**src/design/rlc_pkg.sv**
```systemverilog
// Shared constants and types for the run-length character compressor.
`timescale 1ns / 1ps

package rlc_pkg;

    localparam int COUNT_DIGITS = 5;
    localparam int CNT_W        = 4 * COUNT_DIGITS;
    localparam int DIG_IDX_W    = (COUNT_DIGITS > 1) ? $clog2(COUNT_DIGITS) : 1;
    localparam int LEN_W        = 32;
    localparam int QUEUE_DEPTH  = 4;
    localparam int QPTR_W       = $clog2(QUEUE_DEPTH);
    localparam int QCNT_W       = $clog2(QUEUE_DEPTH + 1);

    localparam logic [7:0]       CHAR_ZERO = 8'h30;
    localparam logic [LEN_W-1:0] LEN_MAX   = {LEN_W{1'b1}};
    localparam logic [CNT_W-1:0] CNT_ONE   = {{(CNT_W-1){1'b0}}, 1'b1};

    // One queue entry: the run closed by a byte change or a full count (a) and the run
    // flushed at end of sequence (b). b is present only on the last byte.
    typedef struct packed {
        logic             a_valid;
        logic [7:0]       a_char;
        logic [CNT_W-1:0] a_cnt;
        logic             b_valid;
        logic [7:0]       b_char;
        logic [CNT_W-1:0] b_cnt;
    } flush_entry_t;

    typedef enum logic [2:0] {
        ST_IDLE  = 3'b001,
        ST_CHAR  = 3'b010,
        ST_DIGIT = 3'b100
    } back_state_t;

endpackage

```
**src/design/rlc_queue.sv**
```systemverilog
// Short queue of flush entries between the front and back parts.
`timescale 1ns / 1ps

module rlc_queue (
    input  logic                 clk,
    input  logic                 rst_n,
    input  logic                 push,
    input  rlc_pkg::flush_entry_t push_entry,
    output logic                 full,
    input  logic                 pop,
    output rlc_pkg::flush_entry_t pop_entry,
    output logic                 empty
);
    import rlc_pkg::*;

    flush_entry_t      mem_reg [QUEUE_DEPTH];
    logic [QPTR_W-1:0] wr_ptr_reg, wr_ptr_next;
    logic [QPTR_W-1:0] rd_ptr_reg, rd_ptr_next;
    logic [QCNT_W-1:0] cnt_reg, cnt_next;
    logic              do_push, do_pop;

    assign full      = (cnt_reg == QCNT_W'(QUEUE_DEPTH));
    assign empty     = (cnt_reg == '0);
    assign do_push   = push && !full;
    assign do_pop    = pop && !empty;
    assign pop_entry = mem_reg[rd_ptr_reg];

    always_comb
    begin
        wr_ptr_next = wr_ptr_reg;
        rd_ptr_next = rd_ptr_reg;
        cnt_next    = cnt_reg;
        if (do_push)
        begin
            wr_ptr_next = (wr_ptr_reg == QPTR_W'(QUEUE_DEPTH - 1)) ? '0 : wr_ptr_reg + 1'b1;
        end
        if (do_pop)
        begin
            rd_ptr_next = (rd_ptr_reg == QPTR_W'(QUEUE_DEPTH - 1)) ? '0 : rd_ptr_reg + 1'b1;
        end
        if (do_push && !do_pop)
        begin
            cnt_next = cnt_reg + 1'b1;
        end
        else if (do_pop && !do_push)
        begin
            cnt_next = cnt_reg - 1'b1;
        end
    end

    always_ff @(posedge clk or negedge rst_n)
    begin
        if (!rst_n)
        begin
            wr_ptr_reg <= '0;
            rd_ptr_reg <= '0;
            cnt_reg    <= '0;
        end
        else
        begin
            wr_ptr_reg <= wr_ptr_next;
            rd_ptr_reg <= rd_ptr_next;
            cnt_reg    <= cnt_next;
        end
    end

    always_ff @(posedge clk)
    begin
        if (do_push)
        begin
            mem_reg[wr_ptr_reg] <= push_entry;
        end
    end

endmodule

```
**src/design/rlc_front.sv**
```systemverilog
// Front part: accepts input beats, tracks the open run, queues flush entries.
`timescale 1ns / 1ps

module rlc_front (
    input  logic                 clk,
    input  logic                 rst_n,
    input  logic                 in_valid,
    output logic                 in_ready,
    input  logic [7:0]           in_char,
    input  logic                 in_last,
    output logic                 push,
    output rlc_pkg::flush_entry_t push_entry,
    input  logic                 q_full
);
    import rlc_pkg::*;

    logic [7:0]       run_char_reg, run_char_next;
    logic [CNT_W-1:0] run_cnt_reg, run_cnt_next;
    logic             accept, run_open, cnt_full, extend;
    logic [CNT_W-1:0] cnt_inc, new_cnt;

    // BCD ripple increment, one digit at a time
    always_comb
    begin
        logic carry;
        carry   = 1'b1;
        cnt_inc = run_cnt_reg;
        for (int d = 0; d < COUNT_DIGITS; d++)
        begin
            if (carry)
            begin
                if (run_cnt_reg[4*d +: 4] == 4'd9)
                begin
                    cnt_inc[4*d +: 4] = 4'd0;
                end
                else
                begin
                    cnt_inc[4*d +: 4] = run_cnt_reg[4*d +: 4] + 4'd1;
                    carry             = 1'b0;
                end
            end
        end
    end

    always_comb
    begin
        cnt_full = 1'b1;
        for (int d = 0; d < COUNT_DIGITS; d++)
        begin
            if (run_cnt_reg[4*d +: 4] != 4'd9)
            begin
                cnt_full = 1'b0;
            end
        end
    end

    assign in_ready = !q_full;
    assign accept   = in_valid && in_ready;
    assign run_open = (run_cnt_reg != '0);
    assign extend   = run_open && (in_char == run_char_reg) && !cnt_full;
    assign new_cnt  = extend ? cnt_inc : CNT_ONE;

    always_comb
    begin
        push_entry.a_valid = run_open && !extend;
        push_entry.a_char  = run_char_reg;
        push_entry.a_cnt   = run_cnt_reg;
        push_entry.b_valid = in_last;
        push_entry.b_char  = in_char;
        push_entry.b_cnt   = new_cnt;
        push               = accept && (push_entry.a_valid || in_last);

        run_char_next = run_char_reg;
        run_cnt_next  = run_cnt_reg;
        if (accept)
        begin
            // end of sequence closes the run
            run_char_next = in_last ? 8'd0 : in_char;
            run_cnt_next  = in_last ? '0 : new_cnt;
        end
    end

    always_ff @(posedge clk or negedge rst_n)
    begin
        if (!rst_n)
        begin
            run_char_reg <= '0;
            run_cnt_reg  <= '0;
        end
        else
        begin
            run_char_reg <= run_char_next;
            run_cnt_reg  <= run_cnt_next;
        end
    end

endmodule

```
**src/design/rlc_back.sv**
```systemverilog
// Back part: expands flush entries into run bytes and decimal digits.
`timescale 1ns / 1ps

module rlc_back (
    input  logic                 clk,
    input  logic                 rst_n,
    output logic                 pop,
    input  rlc_pkg::flush_entry_t pop_entry,
    input  logic                 q_empty,
    output logic                 out_valid,
    input  logic                 out_ready,
    output logic [7:0]           out_char,
    output logic                 out_last,
    output logic [31:0]          total_length
);
    import rlc_pkg::*;

    back_state_t          st_reg, st_next;
    flush_entry_t         ent_reg, ent_next;
    logic                 sel_b_reg, sel_b_next;
    logic [DIG_IDX_W-1:0] idx_reg, idx_next;
    logic [LEN_W-1:0]     len_reg, len_next;
    logic                 out_valid_reg, out_valid_next;
    logic [7:0]           out_char_reg, out_char_next;
    logic                 out_last_reg, out_last_next;
    logic [LEN_W-1:0]     total_reg, total_next;

    logic [7:0]           cur_char;
    logic [CNT_W-1:0]     cur_cnt;
    logic [DIG_IDX_W-1:0] top_idx;
    logic                 multi, advance, flush_done, entry_done, final_beat;
    logic [7:0]           beat_char;
    logic [LEN_W-1:0]     len_inc;

    assign cur_char = sel_b_reg ? ent_reg.b_char : ent_reg.a_char;
    assign cur_cnt  = sel_b_reg ? ent_reg.b_cnt : ent_reg.a_cnt;
    assign multi    = (cur_cnt != '0) && (cur_cnt != CNT_ONE);

    always_comb
    begin
        top_idx = '0;
        for (int d = 0; d < COUNT_DIGITS; d++)
        begin
            if (cur_cnt[4*d +: 4] != 4'd0)
            begin
                top_idx = DIG_IDX_W'(d);
            end
        end
    end

    assign advance = (st_reg != ST_IDLE) && (!out_valid_reg || out_ready);
    assign len_inc = (len_reg == LEN_MAX) ? len_reg : len_reg + 1'b1;

    always_comb
    begin
        case (st_reg)
            ST_CHAR:
            begin
                beat_char  = cur_char;
                flush_done = !multi;
            end
            ST_DIGIT:
            begin
                beat_char  = CHAR_ZERO + {4'd0, cur_cnt[4*idx_reg +: 4]};
                flush_done = (idx_reg == '0);
            end
            default:
            begin
                beat_char  = 8'd0;
                flush_done = 1'b0;
            end
        endcase
    end

    assign final_beat = advance && flush_done && sel_b_reg;
    assign entry_done = advance && flush_done && (sel_b_reg || !ent_reg.b_valid);
    assign pop        = ((st_reg == ST_IDLE) || entry_done) && !q_empty;

    always_comb
    begin
        st_next    = st_reg;
        ent_next   = ent_reg;
        sel_b_next = sel_b_reg;
        idx_next   = idx_reg;
        len_next   = len_reg;

        if (advance)
        begin
            len_next = final_beat ? '0 : len_inc;
            if (st_reg == ST_CHAR && multi)
            begin
                st_next  = ST_DIGIT;
                idx_next = top_idx;
            end
            else if (st_reg == ST_DIGIT && !flush_done)
            begin
                idx_next = idx_reg - 1'b1;
            end
            else if (flush_done && !entry_done)
            begin
                // move on to the end-of-sequence run
                st_next    = ST_CHAR;
                sel_b_next = 1'b1;
            end
            else
            begin
                st_next = ST_IDLE;
            end
        end

        if (pop)
        begin
            ent_next   = pop_entry;
            sel_b_next = !pop_entry.a_valid;
            st_next    = ST_CHAR;
        end
    end

    always_comb
    begin
        out_valid_next = out_valid_reg;
        out_char_next  = out_char_reg;
        out_last_next  = out_last_reg;
        total_next     = total_reg;
        if (advance)
        begin
            out_valid_next = 1'b1;
            out_char_next  = beat_char;
            out_last_next  = final_beat;
            total_next     = final_beat ? len_inc : '0;
        end
        else if (out_ready)
        begin
            out_valid_next = 1'b0;
        end
    end

    always_ff @(posedge clk or negedge rst_n)
    begin
        if (!rst_n)
        begin
            st_reg        <= ST_IDLE;
            sel_b_reg     <= 1'b0;
            idx_reg       <= '0;
            len_reg       <= '0;
            out_valid_reg <= 1'b0;
        end
        else
        begin
            st_reg        <= st_next;
            sel_b_reg     <= sel_b_next;
            idx_reg       <= idx_next;
            len_reg       <= len_next;
            out_valid_reg <= out_valid_next;
        end
    end

    always_ff @(posedge clk)
    begin
        ent_reg      <= ent_next;
        out_char_reg <= out_char_next;
        out_last_reg <= out_last_next;
        total_reg    <= total_next;
    end

    assign out_valid    = out_valid_reg;
    assign out_char     = out_char_reg;
    assign out_last     = out_last_reg;
    assign total_length = total_reg;

endmodule

```
**src/design/run_length_char_compressor.sv**
```systemverilog
// Usage notes:
// Input channel in_valid/in_ready carries one byte (in_char) per beat, with
// in_last on the final byte of a sequence. Output channel out_valid/out_ready
// carries compressed bytes: each run's byte, then its length in ASCII decimal
// (most significant digit first) when the run is longer than one. out_last
// marks the final byte of a sequence, and total_length then gives the
// compressed length (saturating at 2^32-1); it reads zero on other beats.
// Runs longer than 99999 are split into runs of 99999 and a remainder.
// Throughput: one input beat per cycle while the four-entry flush queue has
// room; output runs at one byte per cycle while out_ready is high and flush
// entries wait, as the back part's sequencer emits a flush's bytes one at a time.
// The first byte of a flush is written into the queue at the edge that accepts
// the input beat causing it, then loaded by the sequencer, then put in the output
// register, which raises out_valid.
// Reset clears the open run, the queue, the length count and the output valid
// flag. When the receiver stalls, the output register holds its beat, the
// sequencer waits, the queue fills and in_ready falls once it is full.
`timescale 1ns / 1ps

module run_length_char_compressor (
    input  logic        clk,
    input  logic        rst_n,
    input  logic        in_valid,
    output logic        in_ready,
    input  logic [7:0]  in_char,
    input  logic        in_last,
    output logic        out_valid,
    input  logic        out_ready,
    output logic [7:0]  out_char,
    output logic        out_last,
    output logic [31:0] total_length
);
    import rlc_pkg::*;

    flush_entry_t push_entry, pop_entry;
    logic         push, pop, q_full, q_empty;

    rlc_front u_front (
        .clk        (clk),
        .rst_n      (rst_n),
        .in_valid   (in_valid),
        .in_ready   (in_ready),
        .in_char    (in_char),
        .in_last    (in_last),
        .push       (push),
        .push_entry (push_entry),
        .q_full     (q_full)
    );

    rlc_queue u_queue (
        .clk        (clk),
        .rst_n      (rst_n),
        .push       (push),
        .push_entry (push_entry),
        .full       (q_full),
        .pop        (pop),
        .pop_entry  (pop_entry),
        .empty      (q_empty)
    );

    rlc_back u_back (
        .clk          (clk),
        .rst_n        (rst_n),
        .pop          (pop),
        .pop_entry    (pop_entry),
        .q_empty      (q_empty),
        .out_valid    (out_valid),
        .out_ready    (out_ready),
        .out_char     (out_char),
        .out_last     (out_last),
        .total_length (total_length)
    );

endmodule

```
**config.mk**
```make
export PLATFORM = sky130hd
export DESIGN_NAME = run_length_char_compressor
export DESIGN_NICKNAME = d
export VERILOG_FILES = /design/src/design/rlc_pkg.sv /design/src/design/rlc_queue.sv /design/src/design/rlc_front.sv /design/src/design/rlc_back.sv /design/src/design/run_length_char_compressor.sv
export SDC_FILE = /design/constraint.sdc
export NUM_CORES = 1
export LEC_CHECK = 0
export ABC_AREA = 1
export BUFFER_PORTS_ARGS = -buffer_cell sky130_fd_sc_hd__buf_2
export CAP_MARGIN = 20
export CORE_UTILIZATION = 50
export DETAILED_ROUTE_END_ITERATION = 8
export PLACE_DENSITY = 0.69
export SETUP_SLACK_MARGIN = 0.15
export SYNTH_ARGS = -nofsm -noshare
export SYNTH_HDL_FRONTEND = slang
export SYNTH_SLANG_ARGS = --single-unit
```
**constraint.sdc**
```tcl
create_clock -name clk -period 4.4 [get_ports clk]
set_clock_uncertainty 0.2 [all_clocks]
set_input_delay 0.22 -clock clk [delete_from_list [all_inputs] [get_ports clk]]
set_output_delay 0.22 -clock clk [all_outputs]
set_load 0.01 [all_outputs]
```
==> impl_summary.txt <==
----------------------------------------------------
[Clock network]
  Maximum root-to-sink buffer count ... 3
  Sink count of the clock tree ... 405
  Clock tree from TritonCTS ... yes
  Cells resized by post-CTS repair ... 0
  Clock insertion delay at the later pin of the skew report ... 0.55 ns
  CTS Buf Count ... 42
  Clock-pin slew of the registers on the worst-case setup and hold paths ... around 0.06 ns
  Clk root buf ... clkbuf_16
  Max H-tree Level ... 2

[Yosys]
  Post-synthesis net count ... 1,550
  Synth Instances ... 1,512
  Count leader, synth ... edfxtp_1
  Xor-xnor portion of the synthesized cell area ... under 10%
  Multiplexer fraction of the synthesized cell area ... less than 1%
  Synth top area share ... 57.8%
  Simple-gate portion of the synthesized area ... ~14%
  Top cells by instance count after synthesis ... edfxtp_1 (330), nor2_1 (233), nand2_1 (207)
  Flip-flop cell with the highest count after synthesis ... edfxtp_1
  Sequential-to-total area share from yosys stat ... ~69%
  Cell variety after synth ... 46
  Area of the mapped netlist ... 17,100 sq um
  Library cell with the largest summed area after synthesis ... edfxtp_1
  Seq cells post-synth ... roughly 410
  Ys async rst share ... ~19%
  Average footprint of a synthesized cell ... 11.3 sq um
  Synth warnings ... 0
  Area share of fa/ha/maj cells after synthesis ... 1.87%
  Post-synthesis compound-gate area fraction ... 9.47%
  Dominant combinational cell family by area after synthesis ... simple AND/OR/NAND/NOR gates
  Cells taking the most area after synthesis ... edfxtp_1 (58%), dfrtp_1 (11%), nor2_1 (5.1%), o21ai_0 (4.6%), nand2_1 (4.5%)
  Number of synthesized flops with an enable pin ... 330

[STA]
  F_max ... 0.282 GHz
  Hold Vio Cnt, Final ... 0
  Worst hold slack ... 0.0930 ns
  Final number of max-transition violations ... 0
  Slew Limit Headroom ... 41.3%
  Setup violation total in the final timing report ... 0
  Setup repair after global routing missed its margin ... no
  Worst Tran Pin Value ... 0.880 ns
  Final worst-path cycle share ... about four fifths
  Shortest clock period the worst path allows after layout ... 3.55 ns

[GRT]
  Via count of the first global-routing pass ... 11,200
  Maximum number of pins on one net before global-route repair ... ~120
  First-pass GRT wire length ... 59,900 microns
  Total global-route track usage ... 22.0%
  Number of antenna violations at the first check in global routing ... 0
  Remaining Overflow, GRT ... 0

[Worst setup path]
  Type of destination of the critical path ... flip-flop
  Critical path data required time ... roughly 4.6 ns
  Startpoint types ... flip-flop
  Maximum fanout count along the critical path ... 7
  Count of cells along the worst register-to-register path ... 18
  Start of the worst register-to-register path ... u_front.run_cnt_reg[1]$_DFFE_PN0P_
  Path type of the worst setup path ... flip-flop to flip-flop
  Launching element of the worst setup path ... u_front.run_cnt_reg[1]$_DFFE_PN0P_
  Crit path DAT ... about 3.8 ns

[Layout]
  Share of layout cells above drive strength 1 ... 11.1%
  Antenna cell count ... 0
  Max reg flops ... 232
  Net count reported at finish ... 1,620
  Syn-to-layout area delta ... 13.9%
  Finished Core Util ... 58.1%

[Run status]
  Status ... finished clean

[Detailed routing]
  Detailed-route DRC error count ... 0
  Drt first pass iters ... 5
  Vias post-DR ... 11,400
  Remaining antenna violation count after routing ... 0
  Violation count after the first detailed-route iteration ... 900
  Avg WL per Cell ... 18.4 microns
  Avg Vias per Cell ... 5.54
  Wirelength, routed ... around 38,000 microns

[Floorplan]
  I/O pin cnt ... 56
  Std-Cell Core Area ... 33,600 sq um
  Height of the die ... 187 microns
  DIE WIDTH ... roughly 190 microns
  Die Area ... 35,000 sq um
  Standard-cell row count ... between 60 and 70
  Initial standard-cell utilization of the core ... 51.0%

[Job]
  Count of max-cap constraint violations ... 0

[Hold path]
  Min-delay worst type ... input port to async pin

[Place]
  Routability Congestion ... 0.925
  Detailed placement HPWL ... 23,600 microns
  Port buffer count ... 55

[Power and ir drop]
  Final Power ... 0.0127 W
  Static power due to leakage ... 7.32 nW
  Cell Pwr Density ... 650 nW/um^2
  Largest vdd supply drop ... just over 0.4 mV

----------------------------------------------------
==> logic make-up after synthesis <==
kind of cell / count (synthesis)
simple gates: 558
flops: 405
compound gates: 291
buf+inv: 201
xor+xnor: 31
fa+ha+maj: 25
mux: 1
==> cell type report <==
class | count | area (sq um)
Tap cell | 448 | 561
Inverter | 142 | 534
Clock buffer | 53 | 1150
Clock inverter | 24 | 285
Sequential cell | 405 | 11800
Multi-Input combinational cell | 906 | 4590
Fill cell | 2710 | 14100
Timing Repair Buffer | 85 | 608
==> worst paths after layout <==
path	end	slack [ns]
worst max register to register	u_queue.cnt_reg[2]$_DFFE_PN0P_	0.85
worst max-delay path	u_queue.cnt_reg[2]$_DFFE_PN0P_	0.85
worst min-delay path	u_front.run_cnt_reg[3]$_DFFE_PN0P_	0.09
max in group asynchronous	u_back.st_reg[0]$_DFFE_PN1P_	2.91
worst min register to register	u_queue.cnt_reg[2]$_DFFE_PN0P_	0.31
min in group clk	u_back.out_valid$_DFFE_PN0P_	0.25
==> through the flow <==
| step | std cells | setup WS (ns) | setup TNS (ns) | instance area, sq um |
|---|---|---|---|---|
| 2_1_floorplan | 1512 | -0.393 | -91.10 | 17100 |
| 3_3_place_gp | 1974 | 0.956 | 0 | 18000 |
| 3_5_place_dp | 1974 | 0.918 | 0 | 18000 |
| 4_1_cts | 2063 | 0.881 | 0 | 19500 |
| 5_1_grt | 2063 | 0.437 | 0 | 19500 |
| 6_report | 2063 | 0.849 | 0 | 19500 |
==> layer usage <==
layer	global-route usage [%]	vias to the layer above	routed length, microns
met2	36.9	370	18200
met5	0	-	0
li1	-	5425	-
met3	3.30	86	2220
met4	8.83	0	1160
met1	28.9	5539	16300
==> cell usage in the layout (no fill, tap or decap), drive strengths merged, types with 3 or more instances in the layout <==
cell,instances
or2,8
a21oi,12
nand4,18
o21ai,173
nor4,3
clkinv,17
ha,24
nand2,214
nor2,237
nand3,46
o211ai,3
o311ai,4
dlygate4sd3,12
xor2,24
buf,73
nor3,29
a22o,4
edfxtp,330
dfrtp,74
clkbuf,53
clkinvlp,4
o31ai,3
inv,140
xnor2,7
bufinv,5
o22ai,89
==> where the power goes <==
group          switching, W  internal (W)  total [W]
Sequential         0.000371       0.00533    0.00570
Clock               0.00146       0.00217    0.00362
Combinational       0.00238      0.000979    0.00336
==> critical path, cell delays in order (launching register included) <==
cell	delay, ns
dfrtp_1	0.44
inv_1	0.12
ha_1	0.16
nand3_1	0.14
inv_2	0.15
nand2_2	0.11
nor2_4	0.16
nand2_2	0.13
o21ai_2	0.27
nand2_1	0.16
nand2_1	0.11
nand2_2	0.18
inv_2	0.12
ha_1	0.14
inv_1	0.06
fa_1	0.37
a21oi_1	0.14
o21ai_0	0.12
xnor2_1	0.14
==> repair_timing <==
action	4_1_cts	5_1_grt
hold endpoints to repair	100	0
hold buffers	12	0
setup buffers	0	0
Note: power is estimated with default switching activity, not from simulation.
